$ cat config.mk
export PLATFORM = sky130hd
export DESIGN_NAME = psg_ctrl
export DESIGN_NICKNAME = d
export VERILOG_FILES = /design/src/rtl/core/psg_pkg.sv /design/src/rtl/core/psg_ctrl.sv
export SDC_FILE = /design/constraint.sdc
export NUM_CORES = 1
export LEC_CHECK = 0
export BUFFER_PORTS_ARGS = -buffer_cell sky130_fd_sc_hd__clkbuf_2
export CAP_MARGIN = 10
export CORE_MARGIN = 8
export CORE_UTILIZATION = 40
export DETAILED_ROUTE_END_ITERATION = 10
export SLEW_MARGIN = 20
export SYNTH_ARGS = -nofsm -noshare
export SYNTH_HDL_FRONTEND = slang
export SYNTH_SLANG_ARGS = --single-unit
$ cat constraint.sdc
create_clock -name clk -period 2.6 [get_ports clk]
set_clock_uncertainty 0.1 [all_clocks]
set_input_delay 0.52 -clock clk [delete_from_list [all_inputs] [get_ports clk]]
set_output_delay 0.52 -clock clk [all_outputs]
set_load 0.1 [all_outputs]
$ cat src/rtl/core/psg_pkg.sv
// psg_pkg: shared widths, datapath op codes, job codes and the command and
// status structs that join the polyline geometry controller and datapath.
// No dependencies.
package psg_pkg;

	localparam int FRAC_BITS_DEF = 16;
	localparam int POS_W     = 32;   // coordinate width
	localparam int DIFF_W    = 33;   // coordinate difference
	localparam int LEN_W     = 34;   // floor(sqrt) of a squared length
	localparam int PROD_W    = 68;   // multiplier product / accumulator
	localparam int DEN_W     = 102;  // a*b*c
	localparam int QUO_W     = 33;   // quotient bits developed by the divider
	localparam int SQR_W     = 36;   // square root partial remainder
	localparam int ARC_W     = 48;
	localparam int TAN_W     = 16;
	localparam int TAN_SHIFT = 14;
	localparam int KAP_W     = 32;
	localparam int TINY_W    = 16;
	localparam int CNT_W     = 6;
	localparam int PS_W      = 2;

	localparam logic signed [TAN_W-1:0] TAN_ONE = 16'sd16384;

	localparam logic [PS_W-1:0] PS_NONE = 2'd0;
	localparam logic [PS_W-1:0] PS_ONE  = 2'd1;
	localparam logic [PS_W-1:0] PS_TWO  = 2'd2;

	typedef enum logic [4:0] {
		DP_NOP, DP_LOAD, DP_START, DP_SQ0, DP_SQ1, DP_RINIT, DP_ROOT, DP_RSTORE,
		DP_CR0, DP_CR1, DP_DEN0, DP_DEN1, DP_DEN2, DP_DINIT, DP_DRUN, DP_DSTORE,
		DP_EMIT, DP_FINISH
	} dp_op_t;

	typedef enum logic [3:0] {
		J_LEN_B, J_LEN_A, J_LEN_C, J_KAP, J_T1X, J_T1Y, J_EMIT1,
		J_T2X, J_T2Y, J_EMIT2, J_FINISH, J_LONE
	} job_t;

	// difference vector selector: new-held, new-older, held-older
	typedef enum logic [1:0] {VEC_NH, VEC_NO, VEC_HO} vec_t;

	typedef struct packed {
		dp_op_t op;
		job_t   job;
		vec_t   vec;
	} cmd_t;

	typedef struct packed {
		logic [PS_W-1:0] ps;
		logic            last;
		logic            out_full;
	} status_t;

	function automatic logic signed [DIFF_W-1:0] diff(input logic [POS_W-1:0] a,
		input logic [POS_W-1:0] b);
		diff = $signed({a[POS_W-1], a}) - $signed({b[POS_W-1], b});
	endfunction

	function automatic logic [LEN_W-1:0] mag(input logic signed [DIFF_W-1:0] d);
		logic [DIFF_W-1:0] m;
		m = d[DIFF_W-1] ? (~d + 1'b1) : d;
		mag = LEN_W'(m);
	endfunction

endpackage

$ cat src/rtl/core/psg_ctrl.sv
// psg_ctrl: sequencer for one path point. Walks the job list (lengths,
// curvature, tangents, emits) and drives the datapath by commands.
// Depends on psg_pkg.
module psg_ctrl (
	input  logic             clk,
	input  logic             arst_n,
	input  logic             in_valid,
	output logic             in_ready,
	input  psg_pkg::status_t status,
	output psg_pkg::cmd_t    cmd
);
	import psg_pkg::*;

	typedef enum logic [16:0] {
		S_IDLE   = 17'h00001,
		S_DECIDE = 17'h00002,
		S_SQ0    = 17'h00004,
		S_SQ1    = 17'h00008,
		S_RINIT  = 17'h00010,
		S_ROOT   = 17'h00020,
		S_RSTORE = 17'h00040,
		S_CR0    = 17'h00080,
		S_CR1    = 17'h00100,
		S_DEN0   = 17'h00200,
		S_DEN1   = 17'h00400,
		S_DEN2   = 17'h00800,
		S_DINIT  = 17'h01000,
		S_DRUN   = 17'h02000,
		S_DSTORE = 17'h04000,
		S_EMIT   = 17'h08000,
		S_FINISH = 17'h10000
	} state_t;

	state_t            state_q, state_d;
	job_t              job_q, job_d;
	logic [CNT_W-1:0]  cnt_q, cnt_d;

	function automatic job_t next_job(input job_t j, input logic [PS_W-1:0] ps,
		input logic last);
		case (j)
			J_LEN_B: next_job = (ps == PS_TWO) ? J_LEN_A : J_T1X;
			J_LEN_A: next_job = J_LEN_C;
			J_LEN_C: next_job = J_KAP;
			J_KAP:   next_job = J_T1X;
			J_T1X:   next_job = J_T1Y;
			J_T1Y:   next_job = J_EMIT1;
			J_EMIT1: next_job = last ? J_T2X : J_FINISH;
			J_T2X:   next_job = J_T2Y;
			J_T2Y:   next_job = J_EMIT2;
			default: next_job = J_FINISH;
		endcase
	endfunction

	function automatic state_t entry(input job_t j);
		case (j)
			J_LEN_B, J_LEN_A, J_LEN_C: entry = S_SQ0;
			J_KAP:                     entry = S_CR0;
			J_T1X, J_T1Y, J_T2X, J_T2Y: entry = S_DINIT;
			J_EMIT1, J_EMIT2, J_LONE:  entry = S_EMIT;
			default:                   entry = S_FINISH;
		endcase
	endfunction

	assign in_ready = (state_q == S_IDLE);

	always_comb begin
		state_d = state_q;
		job_d   = job_q;
		cnt_d   = cnt_q;
		cmd.op  = DP_NOP;
		cmd.job = job_q;
		case (job_q)
			J_LEN_A:      cmd.vec = VEC_HO;
			J_LEN_C:      cmd.vec = VEC_NO;
			J_T1X, J_T1Y: cmd.vec = (status.ps == PS_TWO) ? VEC_NO : VEC_NH;
			default:      cmd.vec = VEC_NH;
		endcase
		case (state_q)
			S_IDLE: begin
				if (in_valid) begin
					cmd.op  = DP_LOAD;
					state_d = S_DECIDE;
				end
			end
			S_DECIDE: begin
				if (status.ps == PS_NONE) begin
					if (status.last) begin
						job_d   = J_LONE;
						state_d = S_EMIT;
					end else begin
						cmd.op  = DP_START;
						state_d = S_IDLE;
					end
				end else begin
					job_d   = J_LEN_B;
					state_d = S_SQ0;
				end
			end
			S_SQ0: begin
				cmd.op  = DP_SQ0;
				state_d = S_SQ1;
			end
			S_SQ1: begin
				cmd.op  = DP_SQ1;
				state_d = S_RINIT;
			end
			S_RINIT: begin
				cmd.op  = DP_RINIT;
				cnt_d   = CNT_W'(LEN_W - 1);
				state_d = S_ROOT;
			end
			S_ROOT: begin
				cmd.op = DP_ROOT;
				cnt_d  = cnt_q - 1'b1;
				if (cnt_q == '0) state_d = S_RSTORE;
			end
			S_RSTORE: begin
				cmd.op  = DP_RSTORE;
				job_d   = next_job(job_q, status.ps, status.last);
				state_d = entry(job_d);
			end
			S_CR0: begin
				cmd.op  = DP_CR0;
				state_d = S_CR1;
			end
			S_CR1: begin
				cmd.op  = DP_CR1;
				state_d = S_DEN0;
			end
			S_DEN0: begin
				cmd.op  = DP_DEN0;
				state_d = S_DEN1;
			end
			S_DEN1: begin
				cmd.op  = DP_DEN1;
				state_d = S_DEN2;
			end
			S_DEN2: begin
				cmd.op  = DP_DEN2;
				state_d = S_DINIT;
			end
			S_DINIT: begin
				cmd.op  = DP_DINIT;
				cnt_d   = CNT_W'(QUO_W - 1);
				state_d = S_DRUN;
			end
			S_DRUN: begin
				cmd.op = DP_DRUN;
				cnt_d  = cnt_q - 1'b1;
				if (cnt_q == '0) state_d = S_DSTORE;
			end
			S_DSTORE: begin
				cmd.op  = DP_DSTORE;
				job_d   = next_job(job_q, status.ps, status.last);
				state_d = entry(job_d);
			end
			S_EMIT: begin
				if (!status.out_full) begin
					cmd.op = DP_EMIT;
					if (job_q == J_LONE) begin
						state_d = S_IDLE;
					end else begin
						job_d   = next_job(job_q, status.ps, status.last);
						state_d = entry(job_d);
					end
				end
			end
			S_FINISH: begin
				cmd.op  = DP_FINISH;
				state_d = S_IDLE;
			end
			default: state_d = S_IDLE;
		endcase
	end

	always_ff @(posedge clk or negedge arst_n) begin
		if (!arst_n) begin
			state_q <= S_IDLE;
			job_q   <= J_LEN_B;
			cnt_q   <= '0;
		end else begin
			state_q <= state_d;
			job_q   <= job_d;
			cnt_q   <= cnt_d;
		end
	end

endmodule

==> summary.txt, run 1 <==
Netlist Area Pre-Place = 0.00207 mm²
Yosys reg bits = 27
worst slew pin tran = 0.687 ns
Die X = 87.9 µm
I/O Pins = 19
Syn Nets = 250
Synth top area share = 31.5%
H-tree depth = 1
register area = 682 µm²
Fillers = 413
Die ar. = 0.00772 mm²
reported max-cap violation count = 0
leak pwr = 1.44 nW
FMAX = 0.336 GHz
Startpoint Class = flip-flop
Switching Share = 49.0%
Pins Over Slew Limit = 0
routed wire length = 6.51 mm
pwr dens = 798 mW/mm²
area leader, netlist = dfrtp_1
sequential element share of the synthesized area = 32.8%
CTS tree = built
Crit Path Max Fanout = 6
CORE AREA = 0.00504 mm²
detailed-route wire length per cell = 16.3 µm
Die Y-Extent = 87.9 µm
Overflow after GRT = 0
Yosys warnings = 0
most frequent cells in the layout = buf_4 (70), nor2_1 (25), dfrtp_1 (22)
first-pass GRT wire length = 10.7 mm
flop-to-flop setup slack = 0.10 ns
violated checks = negative setup slack
Clk Latency, worst-skew pair = 0.28 ns
RSZ-0062 raised after global routing = true
CP Class = flip-flop to output pin
Avg Inst Size Synth = 8.57 µm²
final setup margin = -0.375 ns
largest net degree at the start of global routing = 28
layout cells sized above 1 = 47.1%
row cnt = 26
Starting Density = 41.0%
Max IR drop VDD = 0.689 mV
type of the most critical hold path = input port to async pin
final hold vios = 0
asr flop ratio synth = 100%
antenna-violating nets left = 0
arrival time at the worst endpoint = 2.36 ns
leading cell type in the layout, fill and taps excluded = buf_4
vias per inst = 5.56
I/O Buffers = 18
vias = 2220
Slew HR = 54.2%
status = complete, but fails checks
iteration count of the initial detailed-routing pass = 4
Tmin final = 2.98 ns
total CTS buffers = 3
final setup violating endpoints = 5
vias in the first global route = 2143
combinational share of power = 66.4%
GP Congestion = 0.934
Clock power frac = 9.7%
Max clock buf depth = 2
WP data required = 1.98 ns
Int Pwr = 0.00130 W
Post-DP Area = 0.00282 mm²
number of flops mapped to enable cells by yosys = 0
Tcrit/Tclk final = 114%
ant diodes = 0
initial antenna violation count = 0
clock root buffer = clkbuf_8
clk slew on worst S/H paths = 0.09 ns
area of the multi-input gates = 0.00157 mm²
HPWL Detailed = 4.72 mm
Area contributors post-synth = dfrtp_1 (31%), nor2_1 (5.1%), nor3_1 (3.6%)
Switching Power = 0.00124 W
main flop type after synthesis = dfrtp_1
nets = 339
# DRC = 0
Reg power frac = 23.9%
clock sink count = 27
all-layer global routing usage = 17.7%
cell area after layout = 0.00318 mm²
Starting DRT DRC Count = 167
crit end category = output pin
Distinct cells, synth = 63
dpl ws = -0.0915 ns
Syn Inst Count = 241
P&R area growth vs syn = 53.8%
## routing by layer
metal | up-vias | part of all wire [%] | track usage (%)
met1 | 1044 | 43 | 22.6
li1 | 1077 | - | -
met5 | - | 0 | 0
met4 | 0 | 2.4 | 8.13
met2 | 84 | 48 | 28.5
met3 | 15 | 6.4 | 2.91
## state kept, by name (all words and copies together) (netlist names)
signal   cells
state_q     17
cnt_q        6
job_q        4
## what timing repair did
item                       4_1_cts  5_1_grt
setup endpoints to repair        7       15
pin swaps                       16       12
gates resized for setup         32        7
setup buffers                    4       11
hold buffers                     0        0
## final cells by class
type | instances | area share (%)
clock buffers | 4 | 1.42
inverters | 8 | 0.945
multi-input cells | 198 | 49.3
flip-flops and latches | 27 | 21.5
well taps | 70 | 2.76
repair buffers | 92 | 24.1
## final timing paths
kind | cells after the start | to | startpoint
worst max register to register | 10 | job_q[2]$_DFFE_PN0P_ | state_q[3]$_DFFE_PN0P_
min in group clk | 2 | state_q[1]$_DFFE_PN0P_ | in_valid
max in group asynchronous | 1 | state_q[3]$_DFFE_PN0P_ | arst_n
worst min register to register | 1 | cnt_q[0]$_DFFE_PN0P_ | cnt_q[0]$_DFFE_PN0P_
worst max-delay path | 6 | cmd[6] | state_q[0]$_DFFE_PN1P_
worst min-delay path | 1 | state_q[11]$_DFFE_PN0P_ | arst_n
## logic make-up after synthesis
| logic type | synth area share (%) |
|---|---|
| buffers and inverters | 3.39 |
| and+or+nand+nor | 36.3 |
| adders and majority gates | 1.21 |
| muxes | 4.42 |
| AOI/OAI and AO/OA | 17.6 |
| DFF | 32.8 |
| xor gates and xnor gates | 4.24 |
## worst max-delay path: stages, from the launching register on
cell and delay, ns:
dfstp_2 0.59, nor4_4 0.06, buf_4 0.16, and4_2 0.29, a31o_2 0.26, or4_4 0.53
buf_12 0.18
## through the flow
| step | power [W] | std cells | setup TNS (ns) | hold WS (ns) | utilization (%) |
|---|---|---|---|---|---|
| after global placement | 0.00208 | 381 | -0.206 | 0.412 | 55.9 |
| after CTS | 0.00246 | 388 | -1.38 | 0.197 | 60.5 |
| after floorplan | 0.00164 | 241 | -0.380 | 0.124 | - |
| after global routing | 0.00268 | 399 | -1.85 | 0.216 | 63.0 |
| final | 0.00254 | 399 | -1.44 | 0.165 | 63.0 |
| after detailed placement | 0.00209 | 381 | -0.254 | 0.420 | 55.9 |
## power groups by stage
stage | logic, W | clock network [W] | registers, W
5_1_grt | 0.00179 | 0.000275 | 0.000621
6_report | 0.00169 | 0.000245 | 0.000607
2_1_floorplan | 0.000908 | 0 | 0.000734
4_1_cts | 0.00160 | 0.000253 | 0.000605
3_5_place_dp | 0.00147 | 0 | 0.000618
3_3_place_gp | 0.00146 | 0 | 0.000617
## Yosys cell counts, types with 3 or more instances
cell type,instances
nor3_1,15
nand2_1,19
nor2_1,28
nor4b_1,4
nand4_1,4
clkbuf_1,4
or2_2,4
nor2b_1,4
nand3_1,10
mux2_4,4
xor2_1,8
o21ai_0,13
inv_1,8
or3_1,3
a31oi_1,4
dfrtp_1,26
or4_1,4
a21oi_1,10
nor4_1,5
nand2b_1,4
o22ai_1,4
No activity file was read; power rests on OpenSTA's default activity.
==> run 2: changes to the inputs <==
BUFFER_PORTS_ARGS = not set   (was -buffer_cell sky130_fd_sc_hd__clkbuf_2)
DONT_BUFFER_PORTS = 1   (was not set)
PLACE_DENSITY = 0.66   (was not set)
==> summary.txt, run 2 (synthesis results as in run 1) <==
status = complete, but fails checks
violated checks = negative setup slack
Starting DRT DRC Count = 196 (+17%)
top flop regs = state_q: 17 flops, cnt_q: 6 flops, job_q: 4 flops
vias in the first global route = 2118 (-1.2%)
reg2reg start = state_q[1]$_DFFE_PN0P_
vias = 2198 (-0.99%)
iteration count of the initial detailed-routing pass = 4 (unchanged)
RSZ-0062 raised after global routing = true
clock sink count = 27 (unchanged)
Crit Path Max Fanout = 5 (-1)
CP Class = flip-flop to output pin
HPWL Detailed = 5.04 mm (+6.9%)
largest net degree at the start of global routing = 28 (unchanged)
antenna-violating nets left = 0 (unchanged)
Int Pwr = 0.00125 W (-3.3%)
leak pwr = 1.32 nW (-8.2%)
GP Congestion = 0.944 (+1.1%)
Reg power frac = 25.6% (+1.7 points)
P&R area growth vs syn = 44.8%
Fillers = 446 (+8.0%)
layout cells sized above 1 = 42.1% (-5.0 points)
# DRC = 0 (unchanged)
R2R Path End = job_q[3]$_DFFE_PN0P_
I/O Buffers = 0 (-18)
I/O Pins = 19 (unchanged)
Pins Over Slew Limit = 0 (unchanged)
clk slew on worst S/H paths = 0.10 ns (about the same)
combinational share of power = 64.6% (-1.8 points)
reported max-cap violation count = 0 (unchanged)
final setup margin = -0.361 ns (+0.0141 ns)
WHS = 0.316 ns (+0.151 ns)
CP most frequent cell = or4_4
Tmin final = 2.96 ns (-0.0141 ns)
Max clock buf depth = 2 (unchanged)
ant diodes = 0 (unchanged)
final hold vios = 0 (unchanged)
leading cell type in the layout, fill and taps excluded = buf_4
final setup violating endpoints = 5 (unchanged)
clock root buffer = clkbuf_8
detailed-route wire length per cell = 17.1 µm (+4.7%)
Clock power frac = 9.9% (+0.2 points)
Clk Latency, worst-skew pair = 0.28 ns (about the same)
Tcrit/Tclk final = 114% (-0.54 points)
worst slew pin tran = 0.466 ns (-0.221 ns)
crit path to = cmd[6]
type of the most critical hold path = input port to flip-flop
Startpoint Class = flip-flop
initial antenna violation count = 0 (unchanged)
vias per inst = 5.80 (+4.2%)
CORE AREA = 0.00504 mm² (unchanged)
flop-to-flop setup slack = 0.03 ns (-0.07 ns)
Slew HR = 68.9% (+15 points)
crit end category = output pin
CTS tree = built
FMAX = 0.338 GHz (+0.48%)
all-layer global routing usage = 17.1% (-0.67 points)
Switching Share = 49.9% (+0.91 points)
Worst setup startpoint = state_q[1]$_DFFE_PN0P_
Buf/Inv on CP = 0 (-2)
total CTS buffers = 3 (unchanged)
routed wire length = 6.48 mm (-0.51%)
Crit path max-delay family = simple AND/OR/NAND/NOR gates
Largest stage delay, worst path = 0.56 ns (-0.03 ns)
total power draw = 0.00250 W (-1.6%)
Max IR drop VDD = 0.646 mV (-6.3%)
row cnt = 26 (unchanged)
Die Y-Extent = 87.9 µm (unchanged)
Die X = 87.9 µm (unchanged)
arrival time at the worst endpoint = 2.34 ns (-0.02 ns)
R2R cell count = 8 (-2)
Critical Path, Cell by Cell = or4_4 -> or4_4 -> o22ai_2 -> or4_4
Critical Path Stages = 4 (-2)
Top reg by flops = state_q
pwr dens = 835 mW/mm² (+4.5%)
H-tree depth = 1 (unchanged)
first-pass GRT wire length = 10.3 mm (-3.9%)
Die ar. = 0.00772 mm² (unchanged)
nets = 319 (-5.9%)
WP data required = 1.98 ns (about the same)
max reg flops = 17 (unchanged)
Switching Power = 0.00125 W (+0.24%)
slowest CP cell = or4_4
Overflow after GRT = 0 (unchanged)
most frequent cells in the layout = buf_4 (63), nor2_1 (25), dfrtp_1 (24)
Starting Density = 41.0% (unchanged)
-- run 2: cell types whose count changed in the layout (fill, tap and decap cells not counted), sizes merged --
cell	previous run	this run
clkbuf	15	4
buf	81	71
dlygate4sd3	0	1
-- run 2: metal layers --
metal	vias up	GRT usage, %	wire, µm
li1	1037	-	-
met1	1081	21.3	2760
met2	64	28.6	3230
met3	16	2.72	305
met4	0	6.41	171
met5	-	0	0
-- run 2: layout make-up --
class                      count  area [µm²]  share of cell area (%)
multi-input combinational    198        1520                    50.6
sequential                    27         679                    22.7
timing repair buffer          72         634                    21.2
tap                           70        87.6                    2.93
clock buffer                   4        45.0                    1.51
inverter                       8        30.0                    1.00
-- run 2: worst min-delay path by stage --
stage	from	to	slack, ns	cells past startpoint
6_report	status[1]	state_q[15]$_DFFE_PN0P_	0.32	2
5_1_grt	status[0]	state_q[0]$_DFFE_PN1P_	0.33	2
4_1_cts	status[1]	state_q[15]$_DFFE_PN0P_	0.31	2
3_5_place_dp	arst_n	cnt_q[2]$_DFFE_PN0P_	0.13	0
3_3_place_gp	arst_n	cnt_q[2]$_DFFE_PN0P_	0.13	0
2_1_floorplan	arst_n	cnt_q[0]$_DFFE_PN0P_	0.12	0
-- run 2: what timing repair did --
| item | CTS | global route |
|---|---|---|
| setup buffers | 2 | 1 |
| hold endpoints to repair | 27 | 0 |
| gates resized for setup | 16 | 11 |
| setup endpoints to repair | 7 | 15 |
| hold buffers | 2 | 0 |
| pin swaps | 4 | 9 |
-- run 2: power by group through the flow --
stage               sequential, W  clock, W  combinational [W]
floorplan                0.000734         0           0.000908
global placement         0.000633         0            0.00141
detailed placement       0.000639         0            0.00143
CTS                      0.000634  0.000251            0.00153
global route             0.000652  0.000271            0.00171
finish                   0.000639  0.000246            0.00161
-- run 2: metrics by stage --
| step | cell area, µm² | setup slack (ns) | instances | setup TNS (ns) | utilization (%) |
|---|---|---|---|---|---|
| CTS | 2920 | -0.366 | 378 | -1.46 | 57.9 |
| global placement | 2750 | -0.164 | 370 | -0.288 | 54.6 |
| floorplan | 2140 | -0.289 | 241 | -0.380 | - |
| detailed placement | 2750 | -0.127 | 370 | -0.297 | 54.6 |
| global route | 2990 | -0.399 | 379 | -1.72 | 59.3 |
| finish | 2990 | -0.361 | 379 | -1.44 | 59.3 |
==> run 3: changes to the inputs <==
==> constraint.sdc (replaced) <==
create_clock -name clk -period 2.6 [get_ports clk]
set_clock_uncertainty 0.1 [all_clocks]
set_input_delay 0.39 -clock clk [delete_from_list [all_inputs] [get_ports clk]]
set_output_delay 0.39 -clock clk [all_outputs]
set_load 0.1 [all_outputs]
==> summary.txt, run 3 (synthesis results as in run 1) <==
status = complete, but fails checks
violated checks = negative setup slack
Crit Path Max Fanout = 6 (+1)
ant diodes = 0 (unchanged)
dpl ws = -0.0289 ns (+0.0978 ns)
Die X = 87.9 µm (unchanged)
vias = 2138 (-2.7%)
leading cell type in the layout, fill and taps excluded = buf_4
Final Non-Filler Cells = 368 (-2.9%)
detailed-route wire length per cell = 17.2 µm (+0.51%)
Worst Hold Path Cells = 2 (unchanged)
GP Congestion = 0.963 (+2.0%)
Die Y-Extent = 87.9 µm (unchanged)
final hold vios = 0 (unchanged)
nets = 308 (-3.4%)
Starting Density = 41.0% (unchanged)
Tcrit/Tclk final = 107% (-6.9 points)
final setup margin = -0.182 ns (+0.179 ns)
type of the most critical hold path = input port to flip-flop
all-layer global routing usage = 16.4% (-0.70 points)
total CTS buffers = 3 (unchanged)
I/O Buffers = 0 (unchanged)
final setup violating endpoints = 5 (unchanged)
clock sink count = 27 (unchanged)
I/O Pins = 19 (unchanged)
Startpoint Class = flip-flop
initial antenna violation count = 0 (unchanged)
Starting DRT DRC Count = 214 (+9.2%)
first-pass GRT wire length = 9.99 mm (-2.7%)
pwr dens = 835 mW/mm² (about the same)
vias per inst = 5.81 (+0.18%)
row cnt = 26 (unchanged)
HPWL Detailed = 4.55 mm (-9.7%)
Clk Latency, worst-skew pair = 0.28 ns (about the same)
clk slew on worst S/H paths = 0.10 ns (about the same)
Overflow after GRT = 0 (unchanged)
Max IR drop VDD = 0.434 mV (-33%)
Top reg by flops = state_q
Max clock buf depth = 2 (unchanged)
leak pwr = 1.26 nW (-4.3%)
Inst Count DP = 347 (-6.2%)
layout cells sized above 1 = 42.3% (+0.21 points)
sum of negative setup slack = -0.751 ns (+0.686 ns)
WP data required = 2.11 ns (+0.13 ns)
largest net degree at the start of global routing = 28 (unchanged)
clock root buffer = clkbuf_8
CTS tree = built
arrival time at the worst endpoint = 2.29 ns (-0.05 ns)
H-tree depth = 1 (unchanged)
FMAX = 0.359 GHz (+6.4%)
most frequent cells in the layout = buf_4 (52), nor2_1 (26), dfrtp_1 (22)
iteration count of the initial detailed-routing pass = 4 (unchanged)
antenna-violating nets left = 0 (unchanged)
Die ar. = 0.00772 mm² (unchanged)
CORE AREA = 0.00504 mm² (unchanged)
max reg flops = 17 (unchanged)
P&R area growth vs syn = 40.9%
# DRC = 0 (unchanged)
Tmin final = 2.78 ns (-0.179 ns)
worst slew pin tran = 0.579 ns (+0.113 ns)
Pins Over Slew Limit = 0 (unchanged)
reported max-cap violation count = 0 (unchanged)
R2R cell count = 8 (unchanged)
RSZ-0062 raised after global routing = true
crit end category = output pin
vias in the first global route = 2112 (-0.28%)
Slew HR = 61.3% (-7.6 points)
top flop regs = state_q: 17 flops, cnt_q: 6 flops, job_q: 4 flops
routed wire length = 6.32 mm (-2.4%)
CP Class = flip-flop to output pin
Fillers = 438 (-1.8%)
-- run 3: power breakdown --
| part | internal, W | switching [W] | leakage [nW] | total [W] |
|---|---|---|---|---|
| registers | 0.000503 | 0.000116 | 0.362 | 0.000620 |
| logic | 0.000595 | 0.000964 | 0.879 | 0.00156 |
| clock network | 0.000109 | 0.000140 | 0.0217 | 0.000249 |
-- run 3: repair_timing --
| item | 4_1_cts | 5_1_grt |
|---|---|---|
| gates cloned | 0 | 0 |
| resized for setup | 26 | 14 |
| endpoints found under the setup margin | 5 | 17 |
| setup buffers | 12 | 3 |
| pin swaps | 10 | 8 |
| hold buffers | 2 | 0 |
| endpoints found under the hold margin | 27 | 0 |
-- run 3: metal layers --
layer	vias up	global-route usage, %	part of all wire [%]
met3	24	2.25	4.5
met5	-	0	0
met4	0	8.91	4.7
met2	70	27.2	48
met1	1026	19.9	43
li1	1018	-	-
-- run 3: per-stage QoR --
stage	hold slack (ns)	total power [W]	utilization [%]	instance area [µm²]
finish	0.161	0.00243	57.7	2910
global route	0.143	0.00256	57.7	2910
CTS	0.149	0.00233	56.0	2830
detailed placement	-0.00472	0.00195	50.5	2550
global placement	-0.00460	0.00193	50.5	2550
floorplan	-0.00559	0.00164	-	2120
-- run 3: cell type report --
| class | instances | area (µm²) | area share (%) |
|---|---|---|---|
| clock buffers | 3 | 41.3 | 1.42 |
| clock inverters | 1 | 7.51 | 0.258 |
| inverters | 8 | 30.0 | 1.03 |
| multi-input cells | 198 | 1530 | 52.5 |
| flip-flops and latches | 27 | 682 | 23.4 |
| well taps | 70 | 87.6 | 3.01 |
| repair buffers | 61 | 534 | 18.4 |
-- run 3: critical path: stages (launching register included) --
cell and delay, ns:
dfrtp_1 0.48, buf_4 0.20, or4b_2 0.67, nor2_4 0.16, and2_1 0.18, or4_4 0.33
-- run 3: final timing paths --
path,slack [ns],to,from
min in group asynchronous,0.44,cnt_q[0]$_DFFE_PN0P_,arst_n
worst min-delay path,0.16,state_q[0]$_DFFE_PN1P_,status[0]
worst min register to register,0.42,cnt_q[0]$_DFFE_PN0P_,cnt_q[0]$_DFFE_PN0P_
worst max-delay path,-0.18,cmd[6],state_q[2]$_DFFE_PN0P_
worst max register to register,0.07,state_q[16]$_DFFE_PN0P_,state_q[5]$_DFFE_PN0P_
max in group asynchronous,1.73,state_q[0]$_DFFE_PN1P_,arst_n
